`config.mk`:
```
export PLATFORM = sky130hd
export DESIGN_NAME = unsigned_to_decimal_ascii_top
export DESIGN_NICKNAME = d
export VERILOG_FILES = /design/src/rtl/u2da_pkg.sv /design/src/rtl/unsigned_to_decimal_ascii_top.sv
export SDC_FILE = /design/constraint.sdc
export NUM_CORES = 1
export LEC_CHECK = 0
export ABC_AREA = 0
export BUFFER_PORTS_ARGS = -buffer_cell sky130_fd_sc_hd__buf_4
export CAP_MARGIN = 20
export CORE_UTILIZATION = 35
export CTS_CLUSTER_DIAMETER = 80
export DETAILED_ROUTE_END_ITERATION = 10
export PLACE_DENSITY = 0.57
export SYNTH_ARGS = -nofsm -noshare
export SYNTH_HDL_FRONTEND = slang
export SYNTH_SLANG_ARGS = --single-unit
```
`constraint.sdc`:
```
create_clock -name clock -period 3.2 [get_ports clock]
set_input_delay 0.64 -clock clock [delete_from_list [all_inputs] [get_ports clock]]
set_output_delay 0.64 -clock clock [all_outputs]
set_load 0.02 [all_outputs]
```
`src/rtl/u2da_pkg.sv`:
```
// ----------------------------------------------------------------------------
// u2da_pkg
// shared types, constants and helpers for the decimal ascii converter
// ----------------------------------------------------------------------------
package u2da_pkg;

   localparam int VALUE_BITS_DEFAULT = 32;
   localparam int IN_WIDTH           = 32;
   localparam int CHAR_WIDTH         = 6;
   localparam int DEC_BASE           = 10;
   localparam int DIGIT_BITS         = 4;

   localparam logic [CHAR_WIDTH-1:0] ASCII_ZERO = 6'd48;

   typedef enum logic [1:0] {
      ST_IDLE,
      ST_CONVERT,
      ST_SKIP,
      ST_EMIT
   } state_type;

   // decimal length of the largest value of the given width
   function automatic int dec_digits(input int bits);
      longint unsigned v;
      int              n;
      v = (bits >= 64) ? 64'hFFFF_FFFF_FFFF_FFFF : ((64'd1 << bits) - 64'd1);
      n = 1;
      while (v >= 64'(DEC_BASE)) begin
         v = v / DEC_BASE;
         n = n + 1;
      end
      return n;
   endfunction

endpackage

```
`src/rtl/unsigned_to_decimal_ascii_top.sv`:
```
// ----------------------------------------------------------------------------
// unsigned_to_decimal_ascii_top
// converts an unsigned binary word into ascii decimal digits, msd first
// ----------------------------------------------------------------------------
// usage:
//   req_ channel takes one binary word (req_value). only the low VALUE_BITS
//   bits are converted. rsp_ channel returns one word per decimal digit,
//   most significant first, leading zeros dropped, rsp_last on the final one.
//   zero gives the single digit '0'.
// timing:
//   a word is taken in idle, then the convert state builds the bcd register
//   with shift-add-3, one binary bit a cycle, then the skip state drops the
//   leading zero digits, then the emit state sends the digits one by one,
//   each waiting while the output register holds a digit not yet taken. the
//   next word is taken in idle once the final digit is in the output register.
// reset:
//   synchronous active high reset returns to idle and drops rsp_valid.
// stall:
//   a low rsp_ready holds the output register and the digit shifter; the
//   next word can still be taken while the final digit waits.
// ----------------------------------------------------------------------------
module unsigned_to_decimal_ascii_top #(
   parameter int VALUE_BITS = u2da_pkg::VALUE_BITS_DEFAULT
) (
   input  logic                            clock,
   input  logic                            reset,
   input  logic                            req_valid,
   output logic                            req_ready,
   input  logic [u2da_pkg::IN_WIDTH-1:0]   req_value,
   output logic                            rsp_valid,
   input  logic                            rsp_ready,
   output logic [u2da_pkg::CHAR_WIDTH-1:0] rsp_digit_char,
   output logic                            rsp_last
);

   localparam int NUM_DIGITS = u2da_pkg::dec_digits(VALUE_BITS);
   localparam int DB         = u2da_pkg::DIGIT_BITS;
   localparam int BCD_W      = NUM_DIGITS * DB;
   localparam int LOAD_BITS  = (VALUE_BITS < u2da_pkg::IN_WIDTH) ?
                               VALUE_BITS : u2da_pkg::IN_WIDTH;
   localparam int BIT_CNT_W  = (VALUE_BITS > 1) ? $clog2(VALUE_BITS) : 1;
   localparam int DIG_CNT_W  = $clog2(NUM_DIGITS + 1);

   u2da_pkg::state_type           state_ff, state_in;
   logic [VALUE_BITS-1:0]         bin_ff, bin_in;
   logic [BCD_W-1:0]              bcd_ff, bcd_in;
   logic [BCD_W-1:0]              bcd_adj;
   logic [BIT_CNT_W-1:0]          bit_cnt_ff, bit_cnt_in;
   logic [DIG_CNT_W-1:0]          dig_cnt_ff, dig_cnt_in;
   logic                          rsp_valid_ff, rsp_valid_in;
   logic [u2da_pkg::CHAR_WIDTH-1:0] char_ff, char_in;
   logic                          last_ff, last_in;
   logic [DB-1:0]                 top_digit;
   logic                          out_free;

   assign top_digit = bcd_ff[BCD_W-1 -: DB];
   assign out_free  = !rsp_valid_ff || rsp_ready;

   // add 3 to every bcd digit of five or more
   always_comb begin
      for (int i = 0; i < NUM_DIGITS; i++) begin
         bcd_adj[i*DB +: DB] = (bcd_ff[i*DB +: DB] >= 4'd5) ?
                               bcd_ff[i*DB +: DB] + 4'd3 : bcd_ff[i*DB +: DB];
      end
   end

   always_comb begin
      state_in     = state_ff;
      bin_in       = bin_ff;
      bcd_in       = bcd_ff;
      bit_cnt_in   = bit_cnt_ff;
      dig_cnt_in   = dig_cnt_ff;
      rsp_valid_in = rsp_valid_ff && !rsp_ready;
      char_in      = char_ff;
      last_in      = last_ff;
      req_ready    = 1'b0;
      case (state_ff)
         u2da_pkg::ST_IDLE: begin
            req_ready = 1'b1;
            if (req_valid) begin
               bin_in     = VALUE_BITS'(req_value[LOAD_BITS-1:0]);
               bcd_in     = '0;
               bit_cnt_in = BIT_CNT_W'(VALUE_BITS - 1);
               state_in   = u2da_pkg::ST_CONVERT;
            end
         end
         u2da_pkg::ST_CONVERT: begin
            bcd_in     = {bcd_adj[BCD_W-2:0], bin_ff[VALUE_BITS-1]};
            bin_in     = bin_ff << 1;
            bit_cnt_in = bit_cnt_ff - 1'b1;
            if (bit_cnt_ff == '0) begin
               dig_cnt_in = DIG_CNT_W'(NUM_DIGITS);
               state_in   = u2da_pkg::ST_SKIP;
            end
         end
         u2da_pkg::ST_SKIP: begin
            if (top_digit == '0 && dig_cnt_ff > DIG_CNT_W'(1)) begin
               bcd_in     = bcd_ff << DB;
               dig_cnt_in = dig_cnt_ff - 1'b1;
            end else begin
               state_in = u2da_pkg::ST_EMIT;
            end
         end
         u2da_pkg::ST_EMIT: begin
            if (out_free) begin
               rsp_valid_in = 1'b1;
               char_in      = u2da_pkg::ASCII_ZERO + u2da_pkg::CHAR_WIDTH'(top_digit);
               last_in      = (dig_cnt_ff == DIG_CNT_W'(1));
               bcd_in       = bcd_ff << DB;
               dig_cnt_in   = dig_cnt_ff - 1'b1;
               if (dig_cnt_ff == DIG_CNT_W'(1)) begin
                  state_in = u2da_pkg::ST_IDLE;
               end
            end
         end
         default: begin
            state_in = u2da_pkg::ST_IDLE;
         end
      endcase
   end

   always_ff @(posedge clock) begin
      if (reset) begin
         state_ff     <= u2da_pkg::ST_IDLE;
         rsp_valid_ff <= 1'b0;
         dig_cnt_ff   <= '0;
         bit_cnt_ff   <= '0;
      end else begin
         state_ff     <= state_in;
         rsp_valid_ff <= rsp_valid_in;
         dig_cnt_ff   <= dig_cnt_in;
         bit_cnt_ff   <= bit_cnt_in;
      end
   end

   always_ff @(posedge clock) begin
      bin_ff  <= bin_in;
      bcd_ff  <= bcd_in;
      char_ff <= char_in;
      last_ff <= last_in;
   end

   assign rsp_valid      = rsp_valid_ff;
   assign rsp_digit_char = char_ff;
   assign rsp_last       = last_ff;

   a_digit_range: assert property (@(posedge clock) disable iff (reset)
      rsp_valid_ff |-> (char_ff >= u2da_pkg::ASCII_ZERO &&
                        char_ff <= u2da_pkg::ASCII_ZERO + 6'd9))
      else $error("digit out of range");

   a_start_convert: assert property (@(posedge clock) disable iff (reset)
      (req_valid && req_ready) |=> (state_ff == u2da_pkg::ST_CONVERT))
      else $error("accepted word did not start conversion");

   a_emit_count: assert property (@(posedge clock) disable iff (reset)
      (state_ff == u2da_pkg::ST_EMIT || state_ff == u2da_pkg::ST_SKIP)
         |-> (dig_cnt_ff != '0))
      else $error("digit count underflow");

   a_last_to_idle: assert property (@(posedge clock) disable iff (reset)
      (state_ff == u2da_pkg::ST_EMIT && out_free && dig_cnt_ff == DIG_CNT_W'(1))
         |=> (state_ff == u2da_pkg::ST_IDLE && rsp_valid_ff && last_ff))
      else $error("final digit not flagged");

   a_no_leading_zero: assert property (@(posedge clock) disable iff (reset)
      (state_ff == u2da_pkg::ST_SKIP && state_in == u2da_pkg::ST_EMIT)
         |-> (top_digit != '0 || dig_cnt_ff == DIG_CNT_W'(1)))
      else $error("leading zero kept");

endmodule

```
==> impl_metrics.json <==
{
  "status": "finished clean",
  "cts_max_level": 3,
  "clk_root_buffer_cell": "clkbuf_16",
  "ir_worst_vdd_mv": 0.4208,
  "wl_mm": 8.958,
  "finalCriticalPeriod_ns": 2.217,
  "start_util_pct": 36.11,
  "cp.required_ns": 3.18,
  "synth_area_leaders": "edfxtp_1 (48%), mux2_2 (7.3%), ha_1 (7.0%)",
  "synth_flop_cell": "edfxtp_1",
  "path_cells": "inv_1 -> ha_1 -> buf_4 -> nand2b_1 -> nand2_1 -> a21oi_4 -> buf_4",
  "num_vias": 3255,
  "clock_path_buffers": 2,
  "clock_skew_ns": 0.006107,
  "dp_hpwl_mm": 6.040,
  "yosysWarningCount": 0,
  "ant_nets": 0,
  "io_pins": 45,
  "tns_ns": 0,
  "layout-drive-gt1-share_pct": 20.89,
  "antenna_found_initial": 0,
  "path_class": "reg2reg",
  "fillers": 1280,
  "cts_tree": "done",
  "finalNonFillerCells": 650,
  "final_max_slew_viol_count": 0,
  "drc": 0,
  "async_flop_share_pct": 0,
  "hold_viol": 0,
  "clk_pin_slew_worst_paths_ns": 0.06,
  "io_buffers": 42,
  "synth-edff-count": 77,
  "leakage_nw": 2.124,
  "grt_usage_pct": 13.83,
  "die_w_um": 119.1,
  "design_area_um2": 5650,
  "coreArea_um2": 13300,
  "synth.distinct_cells": 38,
  "max-slew-margin-rel_pct": 63.02,
  "arrival_ns": 2.20,
  "start_kind": "flop",
  "die_h_um": 119.1,
  "drt_iter0_markers": 168,
  "synth_area_um2": 4801,
  "synth_top_area_share_pct": 48.16,
  "tightest_slew_ns": 0.5547,
  "syn-mean-instance-area_um2": 11.30,
  "n_antenna_cell": 0,
  "cp_slowest_stage_delay_ns": 0.44,
  "hold_path.class": "reg2reg",
  "crit_path_frequent_cell": "buf_4",
  "register_area_um2": 2552,
  "cts_resized": 0,
  "dr.pass1.iters": 4,
  "gp_congestion": 0.7235,
  "cts_setup_buffers": 0,
  "synth-seq-cells": 89,
  "maxCapViolCount": 0,
  "grt_pass1_wl_mm": 15.51,
  "grt_max_degree": 41,
  "finalPower_mw": 5.946,
  "viasPerCell": 5.008,
  "cp_slowest_cell": "buf_4",
  "dp_cells": 634,
  "finalCritPeriodShare_pct": 69.29,
  "dieArea_um2": 14190,
  "rsz0062_at_grt": "no",
  "grt_pass1_vias": 3265,
  "nets": 532,
  "endpoint_kind": "flop",
  "power_density_nw_per_um2": 1052,
  "cts_sinks": 89,
  "multi_input_area_um2": 2071,
  "post_drt_wl_per_cell_um": 13.78,
  "rows": 42,
  "cts_hold_buf": 0,
  "place_area_um2": 5339,
  "overflow": 0,
  "max_freq_mhz": 451.0,
  "setup_violations": 0,
  "ys_seq_area_share_pct": 53.17,
  "worst_skew_pair.late_latency_ns": 0.35,
  "synth_top_cell_by_area": "edfxtp_1",
  "cts_made_buffers": 9,
  "syn_inst": 425,
  "area_delta_synth_final_pct": 17.70,
  "crit_fanout": 40
}
power by group:
part / internal (mW) / total [mW] / switching, mW
sequential: 1.98 / 2.34 / 0.363
combinational: 1.05 / 2.49 / 1.43
clock: 0.680 / 1.12 / 0.436
total: 3.71 / 5.95 / 2.23
metrics by stage:
step / hold slack, ns / worst slack [ns] / util, %
2_1_floorplan: 0.4264 / 0.6235 / -
3_3_place_gp: 0.4404 / 1.084 / 40.16
3_5_place_dp: 0.4340 / 0.9716 / 40.16
4_1_cts: 0.4493 / 0.9385 / 42.50
5_1_grt: 0.4673 / 0.7864 / 42.50
6_report: 0.4466 / 0.9829 / 42.50
Yosys cell counts (2+ instances only):
library cell,count
ha_1,27
a211oi_1,6
nor3_1,7
buf_4,2
nand2_1,24
a21o_1,6
nor2_1,46
buf_1,6
edfxtp_1,77
o21ai_0,15
dfxtp_1,12
a32oi_1,6
clkbuf_1,10
a22oi_1,14
inv_1,31
a2bb2oi_1,8
xnor2_1,17
nor3b_1,9
mux2_2,31
nand3_1,2
o211ai_1,7
mux2i_1,4
nand2b_1,15
a21oi_1,27
a311oi_1,3
kinds of logic (layout without fill, tap and decap cells):
| logic type | Yosys count | in the layout | synth area share [%] |
|---|---|---|---|
| AOI/OAI and AO/OA | 97 | 97 | 13.63 |
| xor gates and xnor gates | 18 | 18 | 3.284 |
| adders and majority gates | 27 | 27 | 7.037 |
| buffers and inverters | 50 | 98 | 4.066 |
| DFF | 89 | 89 | 53.17 |
| muxes | 35 | 35 | 8.105 |
| other | 1 | 2 | 0.07811 |
| and+or+nand+nor | 108 | 108 | 10.63 |
layout make-up:
type	count	share of cell area, %
flip-flops and latches	89	45.17
clock buffers	10	4.052
inverters	32	2.126
well taps	176	3.897
repair buffers	50	6.643
multi-input cells	287	36.65
clock inverters	6	1.461
per-layer routing:
metal  GRT usage (%)  vias to the layer above  part of all wire (%)
li1                -                     1624                     -
met1           17.68                     1563                    47
met2           21.40                       58                    46
met3           5.077                       10                   5.6
met4           4.905                        0                   1.4
met5               0                        -                     0
registers in the layout, summed over array words and instances (netlist names):
register / flops
rsp_last: 1
bin_ff: 32
bcd_ff: 40
dig_cnt_ff: 4
rsp_digit_char: 4
bit_cnt_ff: 5
rsp_valid: 1
state_ff: 2
layout by cell type, fill, tap and decap left out, types with 2 or more instances in the layout:
master     synthesis  layout
clkinv_1           1       2
nand2b_1          15      15
ha_1              27      26
xnor2_1           17      17
nor2_1            46      46
o211ai_1           7       7
nand3_1            2       2
conb_1             1       2
a21o_1             6       6
a2bb2oi_1          8       8
clkbuf_16          0       9
edfxtp_1          77      77
nor3_1             7       7
dfxtp_1           12      12
a211oi_1           6       6
clkinv_2           0       2
a311oi_1           3       3
bufinv_16          0       2
nand2_1           24      24
a32oi_1            6       6
mux2_2            31      31
a22oi_1           14      14
nor3b_1            9       9
inv_1             31      31
a21oi_1           27      26
buf_4              2      50
mux2i_1            4       4
o21ai_0           15      15
final timing paths:
check	from	to	slack [ns]	cells after the start
setup reg to reg	state_ff[0]	bcd_ff[37]	0.98	7
setup / recovery	state_ff[0]	bcd_ff[37]	0.98	7
hold reg to reg	bcd_ff[37]	rsp_digit_char[1]	0.45	0
hold / removal	bcd_ff[37]	rsp_digit_char[1]	0.45	0
critical path: cells and delay by family (launching register included):
kind | cells | cell delay, ns
AO/OA/AOI/OAI | 1 | 0.12
adder cells (fa/ha/maj) | 1 | 0.21
buffers and inverters | 3 | 0.74
flip-flops | 1 | 0.37
AND/OR/NAND/NOR | 2 | 0.38
(Power assumes the default switching activity.)
